### src/sv/lpf_pkg.sv
// ----------------------------------------------------------------------------
// lpf_pkg
// Types and constants shared by the longest palindrome finder.
// ----------------------------------------------------------------------------
package lpf_pkg;

  localparam int MAX_LINE = 256;
  localparam int ADDR_W   = $clog2(MAX_LINE);
  localparam int CNT_W    = $clog2(MAX_LINE + 1);

  typedef struct packed {
    logic [7:0] char_in;
    logic       last_char;
  } in_word_t;

  typedef struct packed {
    logic [8:0] pal_length;
    logic [7:0] pal_begin;
    logic [7:0] pal_end;
  } out_word_t;

endpackage

### src/sv/lpf_ram.sv
// ----------------------------------------------------------------------------
// lpf_ram
// Line buffer: one write port and two read ports with registered read data.
// ----------------------------------------------------------------------------
module lpf_ram (
  input  logic                       clk,
  input  logic                       wr_en,
  input  logic [lpf_pkg::ADDR_W-1:0] wr_addr,
  input  logic [7:0]                 wr_data,
  input  logic [lpf_pkg::ADDR_W-1:0] rd_addr_a,
  input  logic [lpf_pkg::ADDR_W-1:0] rd_addr_b,
  output logic [7:0]                 rd_data_a,
  output logic [7:0]                 rd_data_b
);
  import lpf_pkg::*;

  logic [7:0] mem [MAX_LINE];

  always_ff @(posedge clk) begin
    if (wr_en) begin
      mem[wr_addr] <= wr_data;
    end
    rd_data_a <= mem[rd_addr_a];
    rd_data_b <= mem[rd_addr_b];
  end

endmodule

### src/sv/longest_palindrome_finder_core.sv
// ----------------------------------------------------------------------------
// longest_palindrome_finder_core
// Stores a line of bytes and searches it for its longest palindrome by
// expanding around every centre.
// ----------------------------------------------------------------------------
//  Channel | Direction | Word
//  --------+-----------+-----------------------------------------
//  in      | input     | char_in, last_char
//  out     | output    | pal_length, pal_begin, pal_end
//
// Ordinary bytes are written into the line buffer while the core loads.
// After the final byte the search tries byte pairs: both bytes of a pair are
// read from the line buffer in the issue state and compared in the compare
// state, then the result is handed over in the done state. The two-port read
// of the line buffer lets both bytes of a pair be read together. Reset is
// synchronous and clears the control state; the buffer itself is not
// cleared. The next line is taken while a result still waits under a stall.
// ----------------------------------------------------------------------------
module longest_palindrome_finder_core (
  input  logic               clk,
  input  logic               rst,
  input  logic               in_valid,
  output logic               in_stall,
  input  lpf_pkg::in_word_t  in_data,
  output logic               out_valid,
  input  logic               out_stall,
  output lpf_pkg::out_word_t out_data
);
  import lpf_pkg::*;

  localparam logic [1:0] S_LOAD    = 2'd0;
  localparam logic [1:0] S_ISSUE   = 2'd1;
  localparam logic [1:0] S_COMPARE = 2'd2;
  localparam logic [1:0] S_DONE    = 2'd3;

  logic [1:0]       state;
  logic [CNT_W-1:0] fill_count;
  logic [CNT_W-1:0] n;
  logic [CNT_W-1:0] centre;
  logic [CNT_W-1:0] lo;
  logic [CNT_W-1:0] hi;
  logic             even;
  logic [CNT_W-1:0] best_len;
  logic [CNT_W-1:0] best_start;

  logic             in_fire;
  logic             wr_en;
  logic [7:0]       d_lo;
  logic [7:0]       d_hi;
  logic             advance;
  logic [CNT_W-1:0] run_len;
  logic [CNT_W-1:0] centre_next;

  assign in_stall    = (state != S_LOAD);
  assign in_fire     = in_valid && !in_stall;
  assign wr_en       = in_fire && (fill_count < CNT_W'(MAX_LINE));
  assign run_len     = hi - lo + CNT_W'(1);
  assign centre_next = centre + CNT_W'(1);

  always_comb begin
    case (state)
      S_ISSUE:   advance = (hi >= n);
      S_COMPARE: advance = (d_lo != d_hi) || (lo == '0);
      default:   advance = 1'b0;
    endcase
  end

  lpf_ram u_ram (
    .clk       (clk),
    .wr_en     (wr_en),
    .wr_addr   (fill_count[ADDR_W-1:0]),
    .wr_data   (in_data.char_in),
    .rd_addr_a (lo[ADDR_W-1:0]),
    .rd_addr_b (hi[ADDR_W-1:0]),
    .rd_data_a (d_lo),
    .rd_data_b (d_hi)
  );

  always_ff @(posedge clk) begin
    if (rst) begin
      state      <= S_LOAD;
      fill_count <= '0;
      out_valid  <= 1'b0;
    end else begin
      if (out_valid && !out_stall && (state != S_DONE)) begin
        out_valid <= 1'b0;
      end
      case (state)
        S_LOAD: begin
          if (in_fire) begin
            if (wr_en) begin
              fill_count <= fill_count + CNT_W'(1);
            end
            if (in_data.last_char) begin
              n          <= wr_en ? fill_count + CNT_W'(1) : fill_count;
              fill_count <= '0;
              centre     <= '0;
              lo         <= '0;
              hi         <= '0;
              even       <= 1'b0;
              best_len   <= '0;
              best_start <= '0;
              state      <= S_ISSUE;
            end
          end
        end
        S_ISSUE, S_COMPARE: begin
          if ((state == S_COMPARE) && (d_lo == d_hi) && (run_len > best_len)) begin
            best_len   <= run_len;
            best_start <= lo;
          end
          if (advance) begin
            if (!even) begin
              even  <= 1'b1;
              lo    <= centre;
              hi    <= centre_next;
              state <= S_ISSUE;
            end else if (centre_next >= n) begin
              state <= S_DONE;
            end else begin
              centre <= centre_next;
              lo     <= centre_next;
              hi     <= centre_next;
              even   <= 1'b0;
              state  <= S_ISSUE;
            end
          end else if (state == S_ISSUE) begin
            state <= S_COMPARE;
          end else begin
            lo    <= lo - CNT_W'(1);
            hi    <= hi + CNT_W'(1);
            state <= S_ISSUE;
          end
        end
        S_DONE: begin
          if (!out_valid || !out_stall) begin
            out_valid           <= 1'b1;
            out_data.pal_length <= 9'(best_len);
            out_data.pal_begin  <= 8'(best_start);
            out_data.pal_end    <= 8'(best_start + best_len - CNT_W'(1));
            state               <= S_LOAD;
          end
        end
        default: begin
          state <= S_LOAD;
        end
      endcase
    end
  end

endmodule
### config.mk
export PLATFORM = sky130hd
export DESIGN_NAME = longest_palindrome_finder_core
export DESIGN_NICKNAME = d
export VERILOG_FILES = /design/src/sv/lpf_pkg.sv /design/src/sv/lpf_ram.sv /design/src/sv/longest_palindrome_finder_core.sv
export SDC_FILE = /design/constraint.sdc
export NUM_CORES = 2
export LEC_CHECK = 0
export BUFFER_PORTS_ARGS = -buffer_cell sky130_fd_sc_hd__buf_2
export CORE_MARGIN = 2
export CORE_UTILIZATION = 40
export CTS_CLUSTER_SIZE = 24
export DETAILED_ROUTE_END_ITERATION = 10
export GPL_TIMING_DRIVEN = 0
export HOLD_SLACK_MARGIN = 0.03
export REMOVE_ABC_BUFFERS = 1
export SETUP_SLACK_MARGIN = 0.2
export SLEW_MARGIN = 40
export SYNTH_ARGS = -nofsm -noshare
export SYNTH_HDL_FRONTEND = slang
export SYNTH_SLANG_ARGS = --single-unit
### constraint.sdc
create_clock -name clk -period 7.6 [get_ports clk]
set_input_delay 1.14 -clock clk [delete_from_list [all_inputs] [get_ports clk]]
set_output_delay 1.14 -clock clk [all_outputs]
set_load 0.02 [all_outputs]
Word level (Yosys, flattened, before mapping)
Memory sizes are Yosys's and may differ from the RTL's. A register that Yosys moved wholly into a read port is not among the register bits.
Cells that the tools add are included.
Cells by class
  add/subtract/negate cells: 8
  $mul: 0
  div/mod/pow operators: 0
  $lt $le $gt $ge: 4
  equal/unequal tests: 15
  shift operators: 0
  multiplexer cells: 40
  bitwise logic cells: 1
  reduce and logical (&&, ||, !) cells: 24
Operators by type and width (count)
  $mux W9: 14
  $pmux W9 S2: 4
  $add A9 B1 Y9 const B: 4
  $ge A9 B9 Y1: 2
  $ne A2 B2 Y1 const B: 8
  $pmux W8 S2: 1
  $mux W2: 7
  $mux W1: 10
  $reduce_and A5 Y1: 2
  $gt A9 B9 Y1: 1
  $logic_not A9 Y1: 1
  $lt A9 B9 Y1 const B: 1
  $sub A9 B1 Y9 const B: 1
  $sub A9 B9 Y9: 1
  $add A8 B8 Y8: 1
  $eq A8 B8 Y1: 1
  $mux W8: 1
  $ne A8 B8 Y1: 1
  $sub A8 B1 Y8 const B: 1
  $reduce_and A7 Y1: 1
  $logic_and A1 B1 Y1: 6
  $pmux W2 S3: 1
  $reduce_and A3 Y1: 2
  $reduce_and A6 Y1: 1
  other kinds (13): 19
Word-level totals
  register bits: 91
  bits in latches: 0
  RAM bits: 2048
  memory bits (read-only): 0
  bits of input ports: 13
  word-level logic and storage cells: 106
  memories kept: 1
Memories
  u_ram.mem: words 256, width 8, read ports 2, clocked after Yosys merged registers in 2, write ports 1, line lpf_ram.sv:17  | logic [7:0] mem [MAX_LINE];

Longest topological paths before layout
  depth in word-level cells: 6
  gate-level depth with buffers: 22
  gate-level depth less buffers: 17

Hierarchy
A second synthesis with hierarchy kept.
Unflattened totals
  cell total of the unflattened synthesis: 5388
  area total of the unflattened synthesis: 102592.1 um2
Modules (own cells, without submodules)
  lpf_ram: times used 1, cells an instance 4847, area each 96973.0 um2
  longest_palindrome_finder_core: times used 1, cells an instance 541, area each 5619.1 um2

Worst setup path before layout
OpenSTA, ideal clock, no wires.
  path type: reg-to-reg
  start: register lo[2]
  end: register best_len[0], enable pin
  library setup time: 0.397 ns
  arrival: 4.540 ns
  slack: 2.663 ns
  stages on the path, launching flop included: 20
  cells stage by stage: edfxtp_1 clkbuf_1 clkbuf_1 inv_2 buf_2 buf_2 buf_2 ha_1 ha_1 a21o_1 a21oi_1 o21bai_1 a21oi_1 o21ai_0 xnor2_1 ha_1 o21ai_0 a21oi_1 o211ai_1 a21oi_1
Between the ends
  longest elaborated chain between the ends: 6
RTL lines
  from (decl): line longest_palindrome_finder_core.sv:40  | logic [CNT_W-1:0] lo;
  from (signal assigned): line longest_palindrome_finder_core.sv:115  | lo <= centre;
  from (signal assigned): line longest_palindrome_finder_core.sv:122  | lo <= centre_next;
  from (signal assigned): line longest_palindrome_finder_core.sv:130  | lo <= lo - CNT_W'(1);
  $sub A9 B9 Y9: line longest_palindrome_finder_core.sv:57  | assign run_len = hi - lo + CNT_W'(1);
  $add A9 B1 Y9: line longest_palindrome_finder_core.sv:57
  net run_len[8]: line longest_palindrome_finder_core.sv:51  | logic [CNT_W-1:0] run_len;
  $gt A9 B9 Y1: line longest_palindrome_finder_core.sv:108  | if ((state == S_COMPARE) && (d_lo == d_hi) && (run_len > best_len)) begin
  $logic_and A1 B1 Y1: line longest_palindrome_finder_core.sv:108
  $ne A2 B2 Y1 (no line)
  $reduce_and A5 Y1 (no line)
  to (signal assigned): line longest_palindrome_finder_core.sv:109  | best_len <= run_len;
  to (decl): line longest_palindrome_finder_core.sv:43  | logic [CNT_W-1:0] best_len;
The timed path passes the listed nets, and every way through them passes these cells.
A chain may end at the register's enable or synchronous reset.

==> flow_summary_export.csv <==
group,metric,value,unit
placement,numPortBuffers,39,
cells_and_area,layout.nets,5658,
timing,min_period_over_period,0.761,
grt,grt_max_degree,101,
cts,clk-insertion-delay-late,900,ps
cts,cts_hold_buf,0,
placement,dpl.hpwl,233000,um
yosys,netlist_top_cells_area,"edfxtp_1 63%, mux4_2 24%, nor2_1 1.3%, mux2i_1 1.3%, a22oi_1 1.0%",
critical_path,critPathCaptureType,"flop",
yosys,synthFlopType,"edfxtp_1",
timing,hold_violations,0,
cts,cts_tree,"yes",
die,dieArea,256000,um^2
pwr,vdd_drop_max,0.000192,V
cts,cts_resized,0,
yosys,synth_top_area_cell,"edfxtp_1",
critical_path,r2r_cells,20,
yosys,syn_inst,5278,
route,drc,0,
pwr,p_leak,36.8,nW
route,wl,333000,um
cts,path_clk_slew,60,ps
job,max_cap_viol_count,0,
cts,cts_sinks,2155,
route,dr.pass1.iters,8,
yosys,seq_area_frac_synth,0.638,
worst_hold_path,hp-class,"reg -> reg",
critical_path,cp_max_fo,9,
cts,cts-buffers-inserted,222,
critical_path,cp-start-kind,"flop",
timing,fmax,0.173,GHz
route,vias,59700,
cts,h-tree-depth,4,
timing,fin_crit,5780,ps
run_status,status,"complete, no violations",
cts,cts_setup_buffers,0,
grt,grt-ovfl-total,0,
critical_path,arrival,6540,ps
timing,worst_pin_slew,1010,ps
critical_path,crit_type,"reg -> reg",
placement,gp_congestion,0.870,
die,rows,184,
timing,layout_setup_ws,1820,ps
placement,placed_area,111000,um^2
timing,slew_headroom,0.322,
yosys,syn_avg_cell_area,19.1,um^2
die,core_area,251000,um^2
critical_path,worstPathRequired,8350,ps
die,start_util,0.402,
yosys,yosys.area.top_type_share,0.633,
grt,grt.total_usage,0.257,
worst_hold_path,min_path_cells,0,
route,antenna_left,0,
cts,cts_buffer_depth,3,
die,die_w,506,um
grt,grt_pass1_wl,464000,um
timing,rsz0062_at_grt,"no",
yosys,synth_cell_types,66,
timing,hold_ws,456,ps
timing,maxSlewViolCount,0,
critical_path,timing.reg2reg.setup_slack,1820,ps
timing,clock_skew,52.3,ps
route,drtIter0Drc,8475,
timing,setup_viol,0,
pwr,power.density,230,nW/um^2
cells_and_area,finalInstanceArea,118000,um^2
grt,antenna_found_initial,10,
route,viasPerCell,6.56,
yosys,ys_async_sr_fraction,0,
yosys,synth_edf_count,2127,
yosys,synth_seq_cells,2155,
yosys,yosysWarningCount,0,
cts,root_buffer,"clkbuf_16",
yosys,netlist_area,101000,um^2
cells_and_area,area_delta_synth_final,16.5,%
route,wire_per_inst,36.6,um
die,die_h,506,um
placement,pre_cts_ws,1930,ps
cells_and_area,drive_gt1_frac,0.384,
grt,grt_pass1_vias,59900,
pwr,totalPowerFinal,0.0271,W
die,num_io_pins,40,
-- flip-flops by register name (all words and copies together), names as in the netlist --
register and count:
best_len 9, best_start 8, centre 9, even 1
fill_count 9, hi 9, lo 9, n 9
out_data 25, out_valid 1, state 2, u_ram.mem 2048
u_ram.rd_data_a 8, u_ram.rd_data_b 8
-- placed cells by master, fill, tap and decap left out, types with 40 or more instances in the layout --
| master | n |
|---|---|
| clkinv_1 | 47 |
| buf_2 | 40 |
| a21oi_1 | 126 |
| inv_1 | 64 |
| o22ai_1 | 44 |
| mux4_2 | 1062 |
| ha_1 | 66 |
| buf_8 | 91 |
| buf_6 | 277 |
| a22o_1 | 59 |
| edfxtp_1 | 2127 |
| nor2_2 | 254 |
| mux2i_1 | 128 |
| clkbuf_1 | 45 |
| nor2_1 | 93 |
| xnor2_1 | 48 |
| o21ai_0 | 43 |
| a221oi_1 | 54 |
| clkinv_2 | 50 |
| o221ai_1 | 41 |
| buf_16 | 42 |
| nand2_1 | 107 |
| clkbuf_16 | 224 |
| a22oi_1 | 140 |
-- cell families (layout without fill, tap and decap cells) --
group | after synthesis | count (layout) | synth area share
xor+xnor | 57 | 57 | 0.00495
other cells | 0 | 2 | 0
flops | 2155 | 2155 | 0.638
simple gates | 694 | 694 | 0.0306
fa+ha+maj | 68 | 68 | 0.00858
compound gates | 625 | 625 | 0.0439
buf+inv | 483 | 956 | 0.0235
mux | 1196 | 1196 | 0.250
-- layout make-up --
type | instances | area (um^2)
clock inverter | 128 | 1230
timing repair buffer | 486 | 6340
sequential | 2155 | 64400
antenna | 2 | 5.00
tap | 3348 | 4190
multi-input combinational | 2640 | 35300
inverter | 72 | 298
clock buffer | 270 | 5790
fill | 20600 | 134000
-- path summary, 6_finish.rpt --
path / from / end
max: lo[0] / u_ram.rd_data_a[3]
min: best_len[1] / out_data[17]
max reg2reg: lo[0] / u_ram.rd_data_a[3]
min reg2reg: best_len[1] / out_data[17]
-- layer usage --
metal  up-vias  part of all wire  global-route usage
met3       741              0.11              0.0692
met2      3730              0.47               0.399
met4        14             0.047               0.109
li1      23300                 -                   -
met1     32000              0.37               0.341
met5         -           0.00026                   0
-- worst max-delay path: stages (launching register included) --
cell and delay, ps:
edfxtp_1 520, buf_6 240, buf_8 170, buf_8 150, buf_6 190, buf_6 170
buf_6 160, buf_6 170, buf_6 190, buf_8 170, buf_6 170, buf_6 190
buf_6 170, buf_6 180, mux4_2 530, mux4_2 550, mux2i_1 410, o21ai_0 420
nand2_1 160, o21ai_0 280, or3_1 400
-- where the power goes --
group          internal [W]  leakage, nW  switching [W]
clock network       0.00610         3.46        0.00471
logic               0.00129         13.9        0.00184
registers            0.0131         19.4      0.0000436
-- cells in the mapped netlist, drive strengths merged, types with 28 or more instances --
| cell | n |
|---|---|
| edfxtp | 2127 |
| a211oi | 30 |
| o22ai | 44 |
| nand2 | 121 |
| nand3 | 44 |
| ha | 66 |
| mux4 | 1062 |
| nand4 | 28 |
| dfxtp | 28 |
| nor2 | 353 |
| a221oi | 56 |
| a22o | 59 |
| nor3 | 38 |
| o221ai | 41 |
| a21oi | 130 |
| buf | 212 |
| mux2i | 128 |
| nor2b | 29 |
| a22oi | 140 |
| o21ai | 45 |
| clkbuf | 199 |
| xnor2 | 48 |
| inv | 69 |
-- through the flow --
stage               setup TNS, ps  utilization  std cells
CTS                             0        0.468       9098
global placement         -3404670        0.411       8254
global route                    0        0.468       9100
finish                          0        0.468       9101
detailed placement              0        0.440       8700
floorplan                -1605650            -       4867
(Power assumes the default switching activity.)
